===== config.mk =====
export PLATFORM = sky130hd
export DESIGN_NAME = integer_to_radix_digits
export DESIGN_NICKNAME = d
export VERILOG_FILES = /design/src/sv/itrd_pkg.sv /design/src/sv/integer_to_radix_digits.sv
export SDC_FILE = /design/constraint.sdc
export NUM_CORES = 1
export LEC_CHECK = 0
export BUFFER_PORTS_ARGS = -buffer_cell sky130_fd_sc_hd__buf_4
export CORE_ASPECT_RATIO = 1.25
export CORE_MARGIN = 3
export CORE_UTILIZATION = 48
export DETAILED_ROUTE_END_ITERATION = 12
export PLACE_DENSITY = 0.66
export SLEW_MARGIN = 30
export SYNTH_ARGS = -nofsm -noshare
export SYNTH_HDL_FRONTEND = slang
export SYNTH_SLANG_ARGS = --single-unit
export TNS_END_PERCENT = 100

===== constraint.sdc =====
create_clock -name clk -period 10 [get_ports clk]
set_clock_uncertainty 0.2 [all_clocks]
set_input_delay 1 -clock clk [delete_from_list [all_inputs] [get_ports clk]]
set_output_delay 1 -clock clk [all_outputs]
set_load 0.05 [all_outputs]

===== src/sv/itrd_pkg.sv =====
package itrd_pkg;

  // Field widths of the transactions
  localparam int VALUE_BITS = 32;
  localparam int RADIX_W    = 6;
  localparam int CHAR_W     = 8;
  localparam int DIGIT_W    = 6;

  // Magnitude of a positive value and the divider's bit counter
  localparam int MAG_W      = VALUE_BITS - 1;
  localparam int BITCNT_W   = $clog2(MAG_W + 1);

  // Quotient bits resolved per cycle by the shared divider
  localparam int DIV_STEP   = 4;

  localparam logic [RADIX_W-1:0] RADIX_MIN  = RADIX_W'(2);
  localparam logic [RADIX_W-1:0] RADIX_MAX  = RADIX_W'(36);
  localparam logic [DIGIT_W-1:0] DEC_DIGITS = DIGIT_W'(10);
  localparam logic [CHAR_W-1:0]  ASCII_ZERO = 8'h30;
  localparam logic [CHAR_W-1:0]  ASCII_A    = 8'h41;

  typedef struct packed {
    logic signed [VALUE_BITS-1:0] value;
    logic [RADIX_W-1:0]           radix;
  } itrd_in_t;

  typedef struct packed {
    logic [CHAR_W-1:0] char_code;
    logic              last;
    logic              bad_radix;
  } itrd_out_t;

  // Map a digit 0..35 to '0'..'9', 'A'..'Z'
  function automatic logic [CHAR_W-1:0] ascii_of(input logic [DIGIT_W-1:0] d);
    logic [CHAR_W-1:0] ch;
    if (d < DEC_DIGITS) begin
      ch = ASCII_ZERO + CHAR_W'(d);
    end else begin
      ch = ASCII_A + CHAR_W'(d - DEC_DIGITS);
    end
    return ch;
  endfunction

endpackage


===== src/sv/integer_to_radix_digits.sv =====
// Converts a signed integer to its digit characters in a base from 2 to 36.
// Input channel in_valid/in_stall/in_data carries the value and the radix;
// output channel out_valid/out_stall/out_data carries one character per
// transaction, most significant digit first, with last set on the final one.
// A zero or negative value gives the single character '0'. A radix outside
// 2..36 gives one character '0' with bad_radix and last set.
// One item is worked on at a time: in_stall stays high from acceptance
// until the last character has been loaded into the output register.
// Each digit is one division by the radix on a shared restoring divider
// that resolves 4 quotient bits per cycle. Characters are then read back
// from the digit store, each by a store read followed by an output load.
// A stall on the output holds the output register and pauses emission;
// the divider never waits on the output.
// Reset (rst_n low, synchronous) returns the sequencer to idle and empties
// the output register; the digit store needs no clearing.
module integer_to_radix_digits #(
  parameter int MAX_DIGITS = 32
) (
  input  logic             clk,
  input  logic             rst_n,
  input  logic             in_valid,
  output logic             in_stall,
  input  itrd_pkg::itrd_in_t  in_data,
  output logic             out_valid,
  input  logic             out_stall,
  output itrd_pkg::itrd_out_t out_data
);
  import itrd_pkg::*;

  localparam int IDX_W = $clog2(MAX_DIGITS);

  typedef enum logic [3:0] {
    S_IDLE = 4'b0001,
    S_DIV  = 4'b0010,
    S_READ = 4'b0100,
    S_SEND = 4'b1000
  } state_t;

  state_t               state_r, state_nxt;
  logic [MAG_W-1:0]     quo_r, quo_nxt;
  logic [DIGIT_W-1:0]   rem_r, rem_nxt;
  logic [BITCNT_W-1:0]  bits_r, bits_nxt;
  logic [RADIX_W-1:0]   radix_r, radix_nxt;
  logic [IDX_W-1:0]     idx_r, idx_nxt;
  logic                 bad_r, bad_nxt;
  logic                 out_valid_r, out_valid_nxt;
  itrd_out_t            out_r, out_nxt;

  logic [DIGIT_W-1:0]   digit_store [MAX_DIGITS];
  logic [DIGIT_W-1:0]   rd_data_r;
  logic                 wr_en;
  logic [IDX_W-1:0]     wr_idx;
  logic [DIGIT_W-1:0]   wr_data;
  logic                 rd_en;

  logic                 in_acc;
  logic                 radix_bad;
  logic                 value_nonpos;
  logic                 out_free;
  logic [MAG_W-1:0]     div_quo;
  logic [DIGIT_W-1:0]   div_rem;
  logic                 div_done;

  assign in_stall     = (state_r != S_IDLE);
  assign in_acc       = in_valid && !in_stall;
  assign radix_bad    = (in_data.radix < RADIX_MIN) || (in_data.radix > RADIX_MAX);
  assign value_nonpos = in_data.value[VALUE_BITS-1] || (in_data.value == '0);
  assign out_free     = !out_valid_r || !out_stall;
  assign div_done     = (bits_r <= BITCNT_W'(DIV_STEP));

  // Shared divider: resolve up to DIV_STEP quotient bits per cycle
  always_comb begin
    logic [DIGIT_W:0] sh;
    div_quo = quo_r;
    div_rem = rem_r;
    sh      = '0;
    for (int k = 0; k < DIV_STEP; k++) begin
      if (BITCNT_W'(k) < bits_r) begin
        sh      = {div_rem, div_quo[MAG_W-1]};
        div_quo = {div_quo[MAG_W-2:0], 1'b0};
        if (sh >= {1'b0, radix_r}) begin
          sh         = sh - {1'b0, radix_r};
          div_quo[0] = 1'b1;
        end
        div_rem = sh[DIGIT_W-1:0];
      end
    end
  end

  // Sequencer
  always_comb begin
    state_nxt     = state_r;
    quo_nxt       = quo_r;
    rem_nxt       = rem_r;
    bits_nxt      = bits_r;
    radix_nxt     = radix_r;
    idx_nxt       = idx_r;
    bad_nxt       = bad_r;
    out_valid_nxt = out_valid_r;
    out_nxt       = out_r;
    wr_en         = 1'b0;
    wr_idx        = idx_r;
    wr_data       = div_rem;
    rd_en         = 1'b0;

    // Drop the output transaction once taken
    if (out_valid_r && !out_stall) begin
      out_valid_nxt = 1'b0;
    end

    case (state_r)
      S_IDLE: begin
        if (in_acc) begin
          radix_nxt = in_data.radix;
          idx_nxt   = '0;
          bad_nxt   = 1'b0;
          if (radix_bad) begin
            bad_nxt   = 1'b1;
            state_nxt = S_SEND;
          end else if (value_nonpos) begin
            wr_en     = 1'b1;
            wr_idx    = '0;
            wr_data   = '0;
            state_nxt = S_READ;
          end else begin
            quo_nxt   = in_data.value[MAG_W-1:0];
            rem_nxt   = '0;
            bits_nxt  = BITCNT_W'(MAG_W);
            state_nxt = S_DIV;
          end
        end
      end
      S_DIV: begin
        quo_nxt  = div_quo;
        rem_nxt  = div_rem;
        bits_nxt = bits_r - BITCNT_W'(DIV_STEP);
        if (div_done) begin
          // Store the remainder; restart on the quotient or start emitting
          wr_en  = 1'b1;
          wr_idx = idx_r;
          if ((div_quo == '0) || (idx_r == IDX_W'(MAX_DIGITS - 1))) begin
            state_nxt = S_READ;
          end else begin
            idx_nxt  = idx_r + IDX_W'(1);
            rem_nxt  = '0;
            bits_nxt = BITCNT_W'(MAG_W);
          end
        end
      end
      S_READ: begin
        rd_en     = 1'b1;
        state_nxt = S_SEND;
      end
      S_SEND: begin
        if (out_free) begin
          out_valid_nxt     = 1'b1;
          out_nxt.bad_radix = bad_r;
          out_nxt.char_code = bad_r ? ASCII_ZERO : ascii_of(rd_data_r);
          out_nxt.last      = bad_r || (idx_r == '0);
          if (bad_r || (idx_r == '0)) begin
            state_nxt = S_IDLE;
          end else begin
            idx_nxt   = idx_r - IDX_W'(1);
            state_nxt = S_READ;
          end
        end
      end
      default: begin
        state_nxt = S_IDLE;
      end
    endcase
  end

  // Control registers
  always_ff @(posedge clk) begin
    if (!rst_n) begin
      state_r     <= S_IDLE;
      out_valid_r <= 1'b0;
      bad_r       <= 1'b0;
      idx_r       <= '0;
      bits_r      <= '0;
    end else begin
      state_r     <= state_nxt;
      out_valid_r <= out_valid_nxt;
      bad_r       <= bad_nxt;
      idx_r       <= idx_nxt;
      bits_r      <= bits_nxt;
    end
  end

  // Datapath registers
  always_ff @(posedge clk) begin
    quo_r   <= quo_nxt;
    rem_r   <= rem_nxt;
    radix_r <= radix_nxt;
    out_r   <= out_nxt;
  end

  // Digit store: one write port, one registered read port
  always_ff @(posedge clk) begin
    if (wr_en) begin
      digit_store[wr_idx] <= wr_data;
    end
    if (rd_en) begin
      rd_data_r <= digit_store[idx_r];
    end
  end

  assign out_valid = out_valid_r;
  assign out_data  = out_r;

  // A bad radix always closes its number in one character
  a_bad_is_last: assert property (@(posedge clk) disable iff (!rst_n)
    out_valid && out_data.bad_radix |-> out_data.last)
    else $error("bad_radix character without last");

  // Running remainder stays below the radix during division
  a_rem_range: assert property (@(posedge clk) disable iff (!rst_n)
    state_r == S_DIV |-> rem_r < radix_r)
    else $error("remainder not below radix");

  // A rejected radix goes straight to the single error character
  a_bad_path: assert property (@(posedge clk) disable iff (!rst_n)
    in_acc && radix_bad |=> (state_r == S_SEND) && bad_r)
    else $error("bad radix did not take the error path");

  // Division only runs with a valid radix
  a_div_radix: assert property (@(posedge clk) disable iff (!rst_n)
    state_r == S_DIV |-> (radix_r >= RADIX_MIN) && (radix_r <= RADIX_MAX) && !bad_r)
    else $error("division with an invalid radix");

endmodule

==> run summary, run 1 <==
FF+latch count, synth -> 266
Post-DP Area -> 14300 um2
Switching Fraction -> 0.335
H-tree Lvls -> 1
Data arrival, critical path -> 9.38 ns
Slowest-stage cell, CP -> a311oi_1
Clk buf depth -> 3
Crit path kind -> register to register
Via density -> 5.96
Clk_lat worst skew -> 0.53 ns
Buffers added on ports -> 53
EDFF count, synth -> 251
Synthesized area -> 13400 um2
Post-Layout Cell Count -> 1445
Synthesized instance count -> 1026
CP Buf/Inv Count -> 2
Placer Congestion -> 0.933
Worst path most repeated cell -> o21ai_0
Vias in the first global route -> 8769
Pin count of the biggest net entering global routing -> 60
Critical Path End Type -> register
Status -> finished, final reports clean
Die outline height -> 193 um
Initial antenna violation count -> 0
Layout fillers -> 2202
Ports -> 54
Overall Power -> 3920 uW
Max Slew Vio Count -> 0
Syn_nets -> 1106
Vias -> 8605
Final Hold Viols -> 0
Ranking of synthesized cells by area -> edfxtp_1 (56%), mux4_2 (10%), ha_1 (3.1%)
Max transition margin -> 0.447
Drt pass-1 iters -> 6
Routed wire length per instance -> 21.8 um
Area fraction of the dominant cell type after synthesis -> 0.561
P per Cell Area -> 257 nW/um2
Clock slew at reported path FFs -> 0.06 ns
Final min period -> 9.32 ns
CTS tree -> yes
Post-Layout Inst Area -> 15300 um2
Internal power -> 2610 uW
1st-iter DRT viols -> 618
DP Wirelength -> 22.0 mm
Least-Margin Pin Slew -> 0.830 ns
Number of inserted diodes -> 0
Crit path launch type -> register
Row cnt -> 67
Hold-fix buffers, CTS -> 0
Critical path's largest stage delay -> 0.53 ns
Pleak -> 0.00526 uW
Layout net count -> 1161
Final setup viols -> 0
DRC -> 0
CTS Buf Count -> 27
Avg Inst Size Synth -> 13.1 um2
Layout cells sized above 1 -> 0.199
Routed WL -> 31.6 mm
Die X -> 156 um
Combinational Power Share -> 0.338
Switch Pwr -> 1320 uW
Synth warn -> 0
Clock Tree Root -> clkbuf_16
Die ar. -> 30100 um2
Clock sinks -> 266
Ys async rst share -> 0
Type of the worst min-delay path -> register to register
Fmax -> 0.107 GHz
Total grt overflow -> 0
Core Footprint -> 27200 um2
Hold slack -> 0.353 ns
Final ANT Viol Nets -> 0
Peak VDD IR -> 0.155 mV
Critical path required time -> 10.06 ns
Sequential group share of total power -> 0.398
CP max FO -> 17
RSZ-0062 raised after global routing -> false
Setup TNS -> 0 ns
Layout area overhead -> 13.7%
Worst path top cell family by delay -> compound AO/OA/AOI/OAI gates
Clock share of power -> 0.265
Post-synthesis sequential area ratio -> 0.583
# placed instances -> 1393
Synth Flop Type -> edfxtp_1
Largest area contributor in the netlist -> edfxtp_1
Final period utilization -> 0.932
Max Cap Viol -> 0
Post-synth cell types -> 73
Initial Util -> 0.495
First-pass GRT wire length -> 49.1 mm
Synth cell count leaders -> edfxtp_1 (251), nor2_1 (103), nand2_1 (99)
Most frequent cell after synthesis -> edfxtp_1
GRT Util Overall -> 0.208
==> timing repair <==
action	in CTS	in global routing
gates resized for setup	0	7
endpoints found under the setup margin	0	132
buffers inserted	0	4
==> cell usage in the layout, fill, tap and decap left out, drive strengths merged, types with 10 or more instances in the layout <==
cell,count
nor3,18
inv,34
mux4,60
clkbuf,31
nand2,99
a211oi,13
mux2,11
xnor2,15
a21o,11
nor2,104
o211ai,10
mux2i,33
buf,76
nor4,15
nand3,15
ha,33
o21ai,59
edfxtp,251
a21oi,60
dfxtp,15
clkinv,11
==> area by class of cell <==
class,instances,area (um2),area share
multi-input cells,676,5360,0.351
repair buffers,76,611,0.0399
flip-flops and latches,266,7850,0.513
well taps,345,432,0.0282
inverters,34,128,0.00835
clock buffers,31,691,0.0452
clock inverters,17,220,0.0144
==> kinds of logic (layout without fill, tap and decap cells) <==
family | count (synthesis) | after routing | share of synthesized area
and+or+nand+nor | 304 | 304 | 0.105
AOI/OAI and AO/OA | 206 | 206 | 0.0978
buffers and inverters | 84 | 158 | 0.0263
muxes | 104 | 104 | 0.134
xor gates and xnor gates | 24 | 24 | 0.0156
DFF | 266 | 266 | 0.583
adders and majority gates | 38 | 38 | 0.0382
==> through the flow <==
step,util,worst slack (ns)
after global routing,0.563,0.0588
after detailed placement,0.527,0.498
after CTS,0.560,0.415
after global placement,0.525,0.759
final,0.563,0.681
after floorplan,-,1.08
==> per-layer routing <==
layer / part of all wire / track usage / up-vias / routed length, um
li1: - / - / 4065 / -
met3: 0.047 / 0.0241 / 56 / 1470
met1: 0.39 / 0.255 / 4263 / 12400
met5: 0 / 0 / - / 0
met2: 0.53 / 0.388 / 221 / 16800
met4: 0.029 / 0.0596 / 0 / 928
==> path summary, 6_finish.rpt <==
path                                           start                            to  slack, ns  cells past startpoint
worst min-delay path            out_valid$_SDFF_PN0_          out_valid$_SDFF_PN0_       0.35                      2
worst max-delay path            radix_r[4]$_DFFE_PP_  digit_store[31][5]$_DFFE_PP_       0.68                     36
worst max register to register  radix_r[4]$_DFFE_PP_  digit_store[31][5]$_DFFE_PP_       0.68                     36
worst min register to register  out_valid$_SDFF_PN0_          out_valid$_SDFF_PN0_       0.35                      2
==> power groups by stage <==
stage	clock, uW	combinational (uW)	sequential [uW]
2_1_floorplan	0	855	1580
3_3_place_gp	0	1230	1590
3_5_place_dp	0	1260	1590
4_1_cts	1060	1260	1560
5_1_grt	1100	1440	1570
6_report	1040	1320	1560
==> tightest hold or removal path, delay by kind of cell (launching register included) <==
kind | cells | cell delay [ns]
flip-flops | 1 | 0.35
AO/OA/AOI/OAI | 1 | 0.06
AND/OR/NAND/NOR | 1 | 0.09
==> flip-flops by register name, indices dropped and copies added (netlist names) <==
| signal | flops |
|---|---|
| out_valid | 1 |
| state_r | 4 |
| idx_r | 5 |
| bits_r | 4 |
| rem_r | 6 |
| radix_r | 6 |
| digit_store | 192 |
| quo_r | 31 |
| bad_r | 1 |
| rd_data_r | 6 |
| out_data | 10 |
Power figures use the tool's default switching activity.
==> inputs of run 2 (changes only) <==
--- a/config.mk
+++ b/config.mk
@@ -8,9 +8,9 @@
 export BUFFER_PORTS_ARGS = -buffer_cell sky130_fd_sc_hd__buf_4
 export CORE_ASPECT_RATIO = 1.25
 export CORE_MARGIN = 3
-export CORE_UTILIZATION = 48
+export CORE_UTILIZATION = 39
 export DETAILED_ROUTE_END_ITERATION = 12
-export PLACE_DENSITY = 0.66
+export PLACE_DENSITY = 0.56
 export SLEW_MARGIN = 30
 export SYNTH_ARGS = -nofsm -noshare
 export SYNTH_HDL_FRONTEND = slang
==> run summary, run 2 (synthesis results as in run 1) <==
Layout area overhead -> 14.5%
Biggest register -> digit_store
Post-DP Area -> 14400 um2 (+0.59%)
Initial antenna violation count -> 0 (unchanged)
Max transition margin -> 0.447 (about the same)
DRC -> 0 (unchanged)
Data arrival, critical path -> 9.30 ns (-0.08 ns)
First-pass GRT wire length -> 50.1 mm (+2.0%)
Clock sinks -> 266 (unchanged)
Peak VDD IR -> 0.145 mV (-6.5%)
Die X -> 172 um (+11%)
Clock slew at reported path FFs -> 0.06 ns (about the same)
CP max FO -> 17 (unchanged)
Critical path required time -> 10.08 ns (+0.02 ns)
Post-Layout Inst Area -> 15400 um2 (+0.70%)
Fmax -> 0.108 GHz (+1.1%)
Drt pass-1 iters -> 5 (-1)
Max Slew Vio Count -> 0 (unchanged)
Layout fillers -> 3022 (+37%)
Final ANT Viol Nets -> 0 (unchanged)
RSZ-0062 raised after global routing -> false
# placed instances -> 1471 (+5.6%)
Vias in the first global route -> 8906 (+1.6%)
Final period utilization -> 0.922 (-0.00971)
Least-Margin Pin Slew -> 0.830 ns (+0.000000775 ns)
Routed wire length per instance -> 20.9 um (-4.3%)
Area of the multi-input gates -> 5360 um2 (about the same)
1st-iter DRT viols -> 555 (-10%)
Pleak -> 0.00527 uW (about the same)
Clock Tree Root -> clkbuf_16
Layout net count -> 1163 (+0.17%)
Largest register FFs -> 192 (unchanged)
Type of the worst min-delay path -> register to register
Buffers added on ports -> 53 (unchanged)
Critical Path End Type -> register
GRT Util Overall -> 0.176 (-0.0320)
Ports -> 54 (unchanged)
Most common cell after layout, fill and taps aside -> edfxtp_1
Status -> finished, final reports clean
Total grt overflow -> 0 (unchanged)
R2R setup slack -> 0.78 ns (+0.10 ns)
Via density -> 5.62 (-5.6%)
Commonest cells after routing, fill and taps aside -> edfxtp_1 (251), nor2_1 (101), nand2_1 (99)
P per Cell Area -> 255 nW/um2 (-0.45%)
Final Hold Viols -> 0 (unchanged)
Post-Layout Cell Count -> 1527 (+5.7%)
H-tree Lvls -> 1 (unchanged)
Row cnt -> 75 (+12%)
Slowest-stage cell, CP -> a311oi_1
Critical path's largest stage delay -> 0.53 ns (about the same)
CTS Buf Count -> 29 (+7.4%)
Vias -> 8587 (-0.21%)
Setup TNS -> 0 ns (unchanged)
Die outline height -> 214 um (+11%)
Reg area -> 7850 um2 (about the same)
DP Wirelength -> 22.4 mm (+1.8%)
Placer Congestion -> 0.909 (-2.6%)
Clk_lat worst skew -> 0.54 ns (about the same)
Final min period -> 9.22 ns (-0.0971 ns)
Routed WL -> 31.9 mm (+1.2%)
Max Cap Viol -> 0 (unchanged)
Initial Util -> 0.398 (-0.0970)
Layout cells sized above 1 -> 0.201 (+0.00200)
Pin count of the biggest net entering global routing -> 64 (+6.7%)
Final setup viols -> 0 (unchanged)
Crit path kind -> register to register
Core Footprint -> 33800 um2 (+24%)
CTS tree -> yes
Worst path most repeated cell -> o21ai_0
Die ar. -> 36700 um2 (+22%)
Clk buf depth -> 3 (unchanged)
Number of inserted diodes -> 0 (unchanged)
Crit path launch type -> register
run 2: cell count changes in the layout (fill, tap and decap cells not counted), sizes merged:
cell | before | now
clkinvlp | 1 | 2
bufinv | 5 | 4
inv | 34 | 35
clkbuf | 31 | 32
clkinv | 11 | 13
run 2: report_power, final:
group	switching (uW)	total (uW)	internal (uW)
Combinational	856	1310	456
Sequential	36.2	1560	1520
Clock	430	1060	632
Total	1320	3930	2610
run 2: what timing repair did:
| action | in CTS | in global routing |
|---|---|---|
| setup endpoints to repair | 0 | 96 |
| hold buffers | 0 | 0 |
| resized for setup | 0 | 5 |
| setup buffers | 0 | 4 |
run 2: layout make-up:
type,count,share of cell area
Inverter,34,0.00829
Multi-Input combinational cell,676,0.348
Clock inverter,20,0.0132
Tap cell,423,0.0344
Sequential cell,266,0.510
Clock buffer,32,0.0479
Timing Repair Buffer,76,0.0380
run 2: metrics by stage:
stage	power, uW	setup WS (ns)	hold WS [ns]	util
after floorplan	2440	1.08	0.314	-
after global placement	2810	0.530	0.299	0.425
after detailed placement	2850	0.676	0.313	0.426
after CTS	3930	0.553	0.324	0.454
after global routing	4150	0.0722	0.371	0.456
final	3930	0.779	0.329	0.456
run 2: final timing paths:
check,from,end,depth (start not counted)
hold reg to reg,out_valid$_SDFF_PN0_,out_valid$_SDFF_PN0_,2
hold / removal,out_valid$_SDFF_PN0_,out_valid$_SDFF_PN0_,2
setup reg to reg,radix_r[4]$_DFFE_PP_,digit_store[1][5]$_DFFE_PP_,36
setup / recovery,radix_r[4]$_DFFE_PP_,digit_store[1][5]$_DFFE_PP_,36
run 2: routing by layer:
| layer | routed length [um] | vias up | global-route usage |
|---|---|---|---|
| met3 | 1260 | 74 | 0.0230 |
| met4 | 1240 | 0 | 0.0675 |
| met1 | 12800 | 4247 | 0.219 |
| li1 | - | 4075 | - |
| met2 | 16700 | 191 | 0.312 |
| met5 | 0 | - | 0 |
run 2: critical path, delay by kind of cell (launching register included):
| kind | cells | cell delay [ns] |
|---|---|---|
| compound gates | 20 | 4.75 |
| simple gates | 9 | 1.65 |
| fa+ha+maj | 4 | 1.20 |
| buf+inv | 2 | 0.44 |
| flops | 1 | 0.36 |
| mux | 1 | 0.33 |
